`config.mk`:
```
export PLATFORM = sky130hd
export DESIGN_NAME = sorted_list_insert_delete
export DESIGN_NICKNAME = d
export VERILOG_FILES = /design/src/rtl/sli_pkg.sv /design/src/rtl/sli_cmp.sv /design/src/rtl/sorted_list_insert_delete.sv
export SDC_FILE = /design/constraint.sdc
export NUM_CORES = 1
export LEC_CHECK = 0
export ABC_AREA = 1
export CAP_MARGIN = 20
export CORE_UTILIZATION = 35
export CTS_BUF_LIST = sky130_fd_sc_hd__clkbuf_16
export DETAILED_ROUTE_END_ITERATION = 10
export DONT_BUFFER_PORTS = 1
export HOLD_SLACK_MARGIN = 0.02
export PLACE_DENSITY_LB_ADDON = 0.12
export SLEW_MARGIN = 20
export SYNTH_ARGS = -nofsm -noshare
export SYNTH_HDL_FRONTEND = slang
export SYNTH_SLANG_ARGS = --single-unit
```
`constraint.sdc`:
```
create_clock -name aclk -period 6.3 [get_ports aclk]
set_input_delay 1.26 -clock aclk [delete_from_list [all_inputs] [get_ports aclk]]
set_output_delay 1.26 -clock aclk [all_outputs]
set_load 0.1 [all_outputs]
```
`src/rtl/sli_pkg.sv`:
```
// Shared types, constants and codes for the sorted insertion list.
package sli_pkg;

    localparam int CAPACITY = 16;
    localparam int ADDR_W   = $clog2(CAPACITY);
    localparam int CNT_W    = $clog2(CAPACITY + 1);
    localparam int DATA_W   = 32;
    localparam int TOTAL_W  = 5;

    typedef logic [CNT_W-1:0]         cnt_t;
    typedef logic [ADDR_W-1:0]        addr_t;
    typedef logic signed [DATA_W-1:0] data_t;

    typedef enum logic {
        REQ_INSERT,
        REQ_DELETE
    } sli_req_t;

    typedef enum logic [1:0] {
        ST_DONE,
        ST_FULL,
        ST_NOT_FOUND,
        ST_EMPTY
    } sli_status_t;

    typedef enum logic [3:0] {
        S_IDLE,
        S_SCAN_RD,
        S_SCAN_CMP,
        S_SHIFT_RD,
        S_SHIFT_WR,
        S_PLACE,
        S_LO_RD,
        S_LO_CAP,
        S_HI_CAP,
        S_OUT
    } sli_state_t;

    // Result of the shared comparator.
    typedef struct packed {
        logic lt;
        logic eq;
    } sli_cmp_t;

endpackage

```
`src/rtl/sli_cmp.sv`:
```
// Shared signed magnitude and equality comparator for the list scan.
module sli_cmp
    import sli_pkg::*;
(
    input  data_t    a,
    input  data_t    b,
    output sli_cmp_t res
);

    // Signed order decides insert position; delete matches on exact bits.
    assign res.lt = (a < b);
    assign res.eq = (a == b);

endmodule

```
`src/rtl/sorted_list_insert_delete.sv`:
```
// Top level of the sorted insertion list: sequencer, entry memory and result register.
//
//  Channel | Direction | Ports                                         | Handshake
//  --------+-----------+-----------------------------------------------+-----------------
//  s_      | in        | s_req_type, s_value                           | s_valid/s_ready
//  m_      | out       | m_status, m_entry_total, m_smallest, m_largest | m_valid/m_ready
//
// One request is handled at a time. The scan and the shift step through the entries
// one by one, using the entry memory, which has one write port and one registered
// read port, and the one comparator, which is used during the scan only.
// Reset (aresetn low, synchronous) clears the entry count, the sequencer and
// the result valid flag; the entries themselves are not cleared.
// A stalled result holds in the output register; s_ready only drops while a
// request is in progress.
module sorted_list_insert_delete
    import sli_pkg::*;
(
    input  logic                     aclk,
    input  logic                     aresetn,
    input  logic                     s_valid,
    output logic                     s_ready,
    input  logic                     s_req_type,
    input  logic signed [DATA_W-1:0] s_value,
    output logic                     m_valid,
    input  logic                     m_ready,
    output logic [1:0]               m_status,
    output logic [TOTAL_W-1:0]       m_entry_total,
    output logic signed [DATA_W-1:0] m_smallest,
    output logic signed [DATA_W-1:0] m_largest
);

    // Sequencer and control state.
    sli_state_t  state_reg, state_next;
    cnt_t        count_reg, count_next;
    logic        m_valid_reg, m_valid_next;

    // Working registers for the request in progress.
    sli_req_t    req_reg, req_next;
    data_t       val_reg, val_next;
    cnt_t        idx_reg, idx_next;
    cnt_t        pos_reg, pos_next;
    sli_status_t st_reg, st_next;
    data_t       lo_reg, lo_next;
    data_t       hi_reg, hi_next;

    // Result register.
    sli_status_t       m_status_reg, m_status_next;
    logic [TOTAL_W-1:0] m_total_reg, m_total_next;
    data_t             m_small_reg, m_small_next;
    data_t             m_large_reg, m_large_next;

    // Entry memory: one write and one registered read per cycle.
    data_t  mem [CAPACITY];
    data_t  rd_data_reg;
    addr_t  rd_addr;
    logic   mem_we;
    addr_t  mem_waddr;
    data_t  mem_wdata;

    sli_cmp_t cmp;
    sli_req_t s_req;
    cnt_t     idx_inc, idx_dec, count_dec, count_inc;

    assign s_req     = sli_req_t'(s_req_type);
    assign idx_inc   = idx_reg + cnt_t'(1);
    assign idx_dec   = idx_reg - cnt_t'(1);
    assign count_inc = count_reg + cnt_t'(1);
    assign count_dec = count_reg - cnt_t'(1);

    always_ff @(posedge aclk) begin
        if (mem_we) begin
            mem[mem_waddr] <= mem_wdata;
        end
        rd_data_reg <= mem[rd_addr];
    end

    // The single comparator looks at the entry just read against the request value.
    sli_cmp u_cmp (
        .a   (rd_data_reg),
        .b   (val_reg),
        .res (cmp)
    );

    always_ff @(posedge aclk) begin
        if (!aresetn) begin
            state_reg   <= S_IDLE;
            count_reg   <= '0;
            m_valid_reg <= 1'b0;
        end else begin
            state_reg   <= state_next;
            count_reg   <= count_next;
            m_valid_reg <= m_valid_next;
        end
    end

    always_ff @(posedge aclk) begin
        req_reg      <= req_next;
        val_reg      <= val_next;
        idx_reg      <= idx_next;
        pos_reg      <= pos_next;
        st_reg       <= st_next;
        lo_reg       <= lo_next;
        hi_reg       <= hi_next;
        m_status_reg <= m_status_next;
        m_total_reg  <= m_total_next;
        m_small_reg  <= m_small_next;
        m_large_reg  <= m_large_next;
    end

    always_comb begin
        state_next    = state_reg;
        count_next    = count_reg;
        m_valid_next  = m_valid_reg;
        req_next      = req_reg;
        val_next      = val_reg;
        idx_next      = idx_reg;
        pos_next      = pos_reg;
        st_next       = st_reg;
        lo_next       = lo_reg;
        hi_next       = hi_reg;
        m_status_next = m_status_reg;
        m_total_next  = m_total_reg;
        m_small_next  = m_small_reg;
        m_large_next  = m_large_reg;
        rd_addr       = '0;
        mem_we        = 1'b0;
        mem_waddr     = idx_reg[ADDR_W-1:0];
        mem_wdata     = rd_data_reg;

        // A taken result frees the output register.
        if (m_valid_reg && m_ready) begin
            m_valid_next = 1'b0;
        end

        unique case (state_reg)
            S_IDLE: begin
                if (s_valid) begin
                    req_next = s_req;
                    val_next = s_value;
                    idx_next = '0;
                    st_next  = ST_DONE;
                    if (s_req == REQ_INSERT && count_reg == cnt_t'(CAPACITY)) begin
                        st_next    = ST_FULL;
                        state_next = S_LO_RD;
                    end else if (s_req == REQ_DELETE && count_reg == '0) begin
                        st_next    = ST_EMPTY;
                        state_next = S_LO_RD;
                    end else begin
                        state_next = S_SCAN_RD;
                    end
                end
            end
            S_SCAN_RD: begin
                rd_addr = idx_reg[ADDR_W-1:0];
                if (idx_reg == count_reg) begin
                    // Scan ran off the end of the list.
                    if (req_reg == REQ_INSERT) begin
                        pos_next   = idx_reg;
                        state_next = S_SHIFT_RD;
                    end else begin
                        st_next    = ST_NOT_FOUND;
                        state_next = S_LO_RD;
                    end
                end else begin
                    state_next = S_SCAN_CMP;
                end
            end
            S_SCAN_CMP: begin
                if ((req_reg == REQ_INSERT && !cmp.lt) ||
                    (req_reg == REQ_DELETE && cmp.eq)) begin
                    pos_next   = idx_reg;
                    idx_next   = (req_reg == REQ_INSERT) ? count_reg : idx_reg;
                    state_next = S_SHIFT_RD;
                end else begin
                    idx_next   = idx_inc;
                    state_next = S_SCAN_RD;
                end
            end
            S_SHIFT_RD: begin
                if (req_reg == REQ_INSERT) begin
                    // Open a gap at pos by moving entries up, top first.
                    if (idx_reg == pos_reg) begin
                        state_next = S_PLACE;
                    end else begin
                        rd_addr    = idx_dec[ADDR_W-1:0];
                        state_next = S_SHIFT_WR;
                    end
                end else begin
                    // Close the hole at pos by moving entries down.
                    if (idx_inc >= count_reg) begin
                        count_next = count_dec;
                        state_next = S_LO_RD;
                    end else begin
                        rd_addr    = idx_inc[ADDR_W-1:0];
                        state_next = S_SHIFT_WR;
                    end
                end
            end
            S_SHIFT_WR: begin
                mem_we     = 1'b1;
                mem_waddr  = idx_reg[ADDR_W-1:0];
                mem_wdata  = rd_data_reg;
                idx_next   = (req_reg == REQ_INSERT) ? idx_dec : idx_inc;
                state_next = S_SHIFT_RD;
            end
            S_PLACE: begin
                mem_we     = 1'b1;
                mem_waddr  = pos_reg[ADDR_W-1:0];
                mem_wdata  = val_reg;
                count_next = count_inc;
                state_next = S_LO_RD;
            end
            S_LO_RD: begin
                if (count_reg == '0) begin
                    lo_next    = '0;
                    hi_next    = '0;
                    state_next = S_OUT;
                end else begin
                    rd_addr    = '0;
                    state_next = S_LO_CAP;
                end
            end
            S_LO_CAP: begin
                lo_next    = rd_data_reg;
                rd_addr    = count_dec[ADDR_W-1:0];
                state_next = S_HI_CAP;
            end
            S_HI_CAP: begin
                hi_next    = rd_data_reg;
                state_next = S_OUT;
            end
            S_OUT: begin
                // Wait here until the output register is free.
                if (!m_valid_reg || m_ready) begin
                    m_valid_next  = 1'b1;
                    m_status_next = st_reg;
                    m_total_next  = TOTAL_W'(count_reg);
                    m_small_next  = lo_reg;
                    m_large_next  = hi_reg;
                    state_next    = S_IDLE;
                end
            end
            default: begin
                state_next = S_IDLE;
            end
        endcase
    end

    assign s_ready       = (state_reg == S_IDLE);
    assign m_valid       = m_valid_reg;
    assign m_status      = m_status_reg;
    assign m_entry_total = m_total_reg;
    assign m_smallest    = m_small_reg;
    assign m_largest     = m_large_reg;

endmodule

```
# ---- Word level (Yosys, flattened, before mapping)
# Memories as Yosys holds them, arrays and structs flattened. A register that Yosys moved wholly into a read port is not among the register bits.
# Index checks and enable logic that the tools add are counted.
# Widths: inputs -> output; s select.
dict set report word_totals {
  reg_bits 190
  ramBits 512
  in_bits 37
  out_inout_bits 73
  wordCells 118
  memories 1
}
dict set report classes {
  n_addsub 4
  order_cmp 2
  n_eq_ne 23
  n_mux 45
  bitwise_logic 2
  n_reduce_logical 27
}
# memory words word_bits read_ports rd_clocked_by_memory_dff write_ports line_no
set memory_table {}
lappend memory_table {mem 16 32 1 1 1 sorted_list_insert_delete.sv:53} ;# data_t mem [CAPACITY];
# cell count
set ops {}
lappend ops {{$pmux 32 s2} 2}
lappend ops {{$mux 32} 2}
lappend ops {{$mux 5} 9}
lappend ops {{$pmux 4 s10} 1}
lappend ops {{$mux 4} 9}
lappend ops {{$eq 32x32->1} 1}
lappend ops {{$lt 32x32->1} 1}
lappend ops {{$pmux 5 s2} 2}
lappend ops {{$ne 2x2->1 const B} 9}
lappend ops {{$eq 4x3->1 const B} 4}
lappend ops {{$pmux 5 s3} 1}
lappend ops {{$mux 2} 7}
lappend ops {{$pmux 4 s3} 1}
lappend ops {{$add 5x1->5 const B} 2}
lappend ops {{$eq 5x5->1} 2}
lappend ops {{$reduce_and 2->1} 5}
lappend ops {{$reduce_bool 2->1} 5}
lappend ops {{$sub 5x1->5 const B} 2}
lappend ops {{$mux 3} 3}
lappend ops {{$eq 4x2->1 const B} 2}
lappend ops {{$eq 4x4->1 const B} 2}
lappend ops {{$reduce_and 4->1} 2}
lappend ops {{$mux 1} 7}
lappend ops {{$reduce_and 3->1} 2}
lappend ops {{13 further kinds} 20}

# ---- Logic depth before layout (Yosys ltp)
dict set report depth {
  depth_word 6
  mapped_depth 20
  ltp_nobuf 19
}

# ---- Cells and area by module
# A second synthesis with hierarchy kept.
dict set report hier_totals {
  cells_unflattened 2832
  hier_area_um2 31514.0
}
# mod n_inst cells_each area_each_um2 seq_area_each_um2
set modules_own_cells {}
lappend modules_own_cells {sorted_list_insert_delete 1 2687 30601.8 21620.7}
lappend modules_own_cells {sli_cmp 1 145 912.1 0.0}

# ---- Worst setup path after synthesis
# OpenSTA, ideal clock, no wires.
dict set report synth_path {
  path_type {input to register}
  from {in m_ready}
  to {reg m_total_reg[0], in the netlist m_entry_total[0] (enable)}
  setup_ps 500
  arrival_ps 4275
  required_time_ps 5800
  setup_slack_ps 1525
  cell_stages 2
  n_path_buf 0
  path_cell_list {nor2_1 nor2_1}
}
dict set report synth_via {
  elab_chain_len 2
}
# item line_no
set synth_lines {}
lappend synth_lines {{start, declared} sorted_list_insert_delete.sv:25} ;# input logic m_ready,
lappend synth_lines {{$logic_or 1x1->1} sorted_list_insert_delete.sv:234} ;# if (!m_valid_reg || m_ready) begin
lappend synth_lines {{$reduce_and 2->1 (no line)} -}
lappend synth_lines {{end signal, assigned} sorted_list_insert_delete.sv:105} ;# m_total_reg <= m_total_next;
lappend synth_lines {{end, declared} sorted_list_insert_delete.sv:48} ;# logic [TOTAL_W-1:0] m_total_reg, m_total_next;
# Every way passes these cells.
# A chain may end at the register's enable or synchronous reset.

# ---- Final worst setup path
dict set report layout_path {
  from {reg idx_reg[2]}
  to {reg rd_data_reg[4], read port of mem}
}
dict set report layout_via {
  elab_chain_len 5
  word_cells_on_any_way 8
  cone_classes {2 x add/sub; 1 x order compare; 1 x eq/ne; 4 x mux}
}
# item line_no
set layout_lines {}
lappend layout_lines {{start, declared} sorted_list_insert_delete.sv:40} ;# cnt_t idx_reg, idx_next;
lappend layout_lines {{start signal, assigned} sorted_list_insert_delete.sv:99} ;# idx_reg <= idx_next;
lappend layout_lines {{$add 5x1->5} sorted_list_insert_delete.sv:65} ;# assign idx_inc = idx_reg + cnt_t'(1);
lappend layout_lines {{$ge 5x5->1} sorted_list_insert_delete.sv:190} ;# if (idx_inc >= count_reg) begin
lappend layout_lines {{$mux 4} sorted_list_insert_delete.sv:190}
lappend layout_lines {{$mux 4} sorted_list_insert_delete.sv:180} ;# if (req_reg == REQ_INSERT) begin
lappend layout_lines {{$pmux 4 s3 (*)} sorted_list_insert_delete.sv:135} ;# unique case (state_reg)
lappend layout_lines {{end, declared} sorted_list_insert_delete.sv:54} ;# data_t rd_data_reg;
# Mark *: on every way between the ends. The rest lies on a longest branch, timed or not.

==> reports/summary.txt <==
Status - complete, no violations
Cell Area, Synth - 30950 um2
TritonRoute pass-1 iters - 5
Total placed instance area - 32390 um2
Max capacitance violation total - 0
Worst path max stage delay - 0.78 ns
Reg2Reg Capture Point - rd_data_reg[4]
Starting DRC count in detailed routing - 1700
Die width - 299.4 um
Routed vias - 19509
Final Cell Area - 35050 um2
Slew Viols, Final - 0
R2R Setup Slk - 1.90 ns
Final TNS setup - 0 ns
ANT nets after route - 0
F_max - 227.5 MHz
Final clock period utilization by the worst path - 69.78%
Clk_skew - 0.02947 ns
# IOs - 110
CP max-delay cell - buf_4
Routability cong. - 0.8342
Crit path kind - flip-flop to flip-flop
Reg-to-reg startpoint - idx_reg[2]
Initial core utilization - 35.51%
Slew margin rel. - 3.810%
Postcts setup bufs - 0
DRC violations left - 0
First-pass GRT wire length - 126.2 mm
Top reg by flops - mem
Post-Route WL - 83.82 mm
Count of final hold-check violations - 0
Gr ovfl total - 0
Placed Instances - 3768
WL per Instance - 21.36 um
Clock buffer depth - 3
Largest net degree at the start of global routing - 197
Worst min path class - flip-flop to flip-flop
Htree depth - 3
Antenna violations before repair - 1
Area grow syn2layout - 13.22%
Cells along the critical path - inv_1 -> nor3_1 -> xor2_1 -> ha_1 -> nand2_1 -> inv_1 -> o21ai_0 -> nand3_1 -> nand2_1 -> nand3_1 -> nand2_4 -> buf_4 -> buf_4 -> nand2_1 -> nand3_1 -> nand3_1 -> nand2_1
Fin crit period - 4.396 ns
Leakage - 13.27 nW
Req. time, crit path - 6.88 ns
Worst slew pin tran - 1.443 ns
PwrDens - 440.6 nW/um2
Clock sinks - 734
CP Depth - 17
CTS Hold Bufs - 0
Row cnt - 108
CTS tree - built
Hold path cells - 0
Yosys reg bits - 734
Crit end category - flip-flop
Cells after Synth - 2697
HP Start - lo_reg[1]
Hold Path Sink - m_smallest[1]
Tot GR Track Use - 18.84%
Synth warn - 0
PortBufs - 0
Layout cells sized above 1 - 8.165%
WP data arrival - 4.98 ns
Post-CTS Resized - 0
Critical path fanouts, max - 67
CTS Buf Count - 82
Clock Root Buffer - clkbuf_16
CTS clk-pin slew, worst paths - 0.06 ns
Startpoint types - flip-flop
Crit path buffers/inverters - 4
Full die area - 89630 um2
Hpwl dp - 46.06 mm
Post-synthesis sequential area ratio - 69.85%
Avg Cell Area, Syn - 11.48 um2
Max FFs per register - 512
Unrepaired setup endpoints after global routing - false
WHS - 0.4103 ns
Worst skew pair latency - 0.64 ns
Nets - 2777
Final Power - 15.44 mW
Synth Net Count - 2775
Core Box Area - 87160 um2
VDD IR-drop max - 0.2619 mV
Die height - 299.4 um
Non-Filler Instances - 3924
Final setup viols - 0
Number of global-route vias before repair - 19235
Synth unique cells - 40
Vias per inst - 4.972
CP top delay family - simple AND/OR/NAND/NOR gates
Worst r2r path cells - 17
==> synthesized netlist by cell type, drive strengths merged <==
| cell | instances | share of area, % |
|---|---|---|
| a211oi | 3 | 0.073 |
| a21o | 1 | 0.024 |
| a21oi | 24 | 0.39 |
| a221oi | 1 | 0.028 |
| a311oi | 1 | 0.028 |
| buf | 114 | 2.0 |
| clkbuf | 35 | 0.43 |
| dfxtp | 42 | 2.7 |
| edfxtp | 692 | 67 |
| ha | 41 | 1.7 |
| inv | 255 | 3.1 |
| nand2 | 659 | 8.0 |
| nand3 | 481 | 7.9 |
| nand3b | 128 | 3.1 |
| nand4 | 10 | 0.20 |
| nor2 | 123 | 1.6 |
| nor3 | 6 | 0.097 |
| nor4 | 2 | 0.040 |
| o2111ai | 1 | 0.028 |
| o211a | 1 | 0.032 |
| o211ai | 1 | 0.024 |
| o21a | 2 | 0.048 |
| o21ai | 52 | 0.84 |
| o22ai | 3 | 0.081 |
| o31ai | 2 | 0.048 |
| or2 | 3 | 0.061 |
| xnor2 | 2 | 0.057 |
| xor2 | 12 | 0.34 |
==> area by class of cell <==
| cell class | count | area [um2] |
|---|---|---|
| fillers | 8280 | 52110 |
| flip-flops and latches | 734 | 21620 |
| multi-input cells | 1559 | 7812 |
| clock buffers | 85 | 2127 |
| well taps | 1155 | 1445 |
| inverters | 255 | 969.7 |
| repair buffers | 67 | 605.6 |
| clock inverters | 68 | 462.9 |
| diodes | 1 | 2.502 |
==> power by group <==
group / total [mW] / leakage, nW / switching, mW / internal, mW
registers: 6.64 / 6.57 / 0.274 / 6.37
clock network: 4.59 / 1.38 / 1.95 / 2.65
logic: 4.21 / 5.31 / 3.05 / 1.16
total: 15.4 / 13.3 / 5.27 / 10.2
==> worst max path at each step <==
stage | from | endpoint | slack (ns)
final | idx_reg[2] | rd_data_reg[4] | 1.90
after global routing | idx_reg[2] | rd_data_reg[13] | 1.62
after CTS | idx_reg[2] | rd_data_reg[12] | 1.93
after detailed placement | idx_reg[0] | rd_data_reg[12] | 1.96
after global placement | idx_reg[2] | rd_data_reg[8] | 2.05
after floorplan | m_ready | m_entry_total[0] | 1.52
==> cells in the final DEF (no fill, tap or decap), types with 42 or more instances in the layout <==
cell type,netlist,routed
dfxtp_1,42,42
nand3b_1,128,128
nand3_1,477,477
o21ai_0,48,45
clkbuf_16,0,85
buf_4,13,60
nor2_1,117,98
edfxtp_1,692,692
inv_1,245,275
nand2_1,658,655
==> stage by stage <==
step / setup WS (ns) / util, %
3_3_place_gp: 2.052 / 37.15
5_1_grt: 1.617 / 40.21
2_1_floorplan: 1.525 / -
6_report: 1.904 / 40.21
4_1_cts: 1.934 / 40.13
3_5_place_dp: 1.957 / 37.16
==> kinds of logic (layout without fill, tap and decap cells) <==
| logic type | Yosys count | count (layout) | synth area share (%) |
|---|---|---|---|
| adders and majority gates | 41 | 41 | 1.657 |
| other | 0 | 1 | 0 |
| and+or+nand+nor | 1412 | 1412 | 20.94 |
| xor gates and xnor gates | 14 | 14 | 0.3961 |
| buffers and inverters | 404 | 475 | 5.510 |
| DFF | 734 | 734 | 69.85 |
| AOI/OAI and AO/OA | 92 | 92 | 1.645 |
==> routing by layer <==
layer | vias to the layer above | part of all wire, % | track usage (%)
met5 | - | 0 | 0
met1 | 9595 | 47 | 26.46
met4 | 0 | 2.0 | 5.126
li1 | 9298 | - | -
met3 | 124 | 4.4 | 2.298
met2 | 492 | 47 | 30.78
Power figures use the tool's default switching activity.
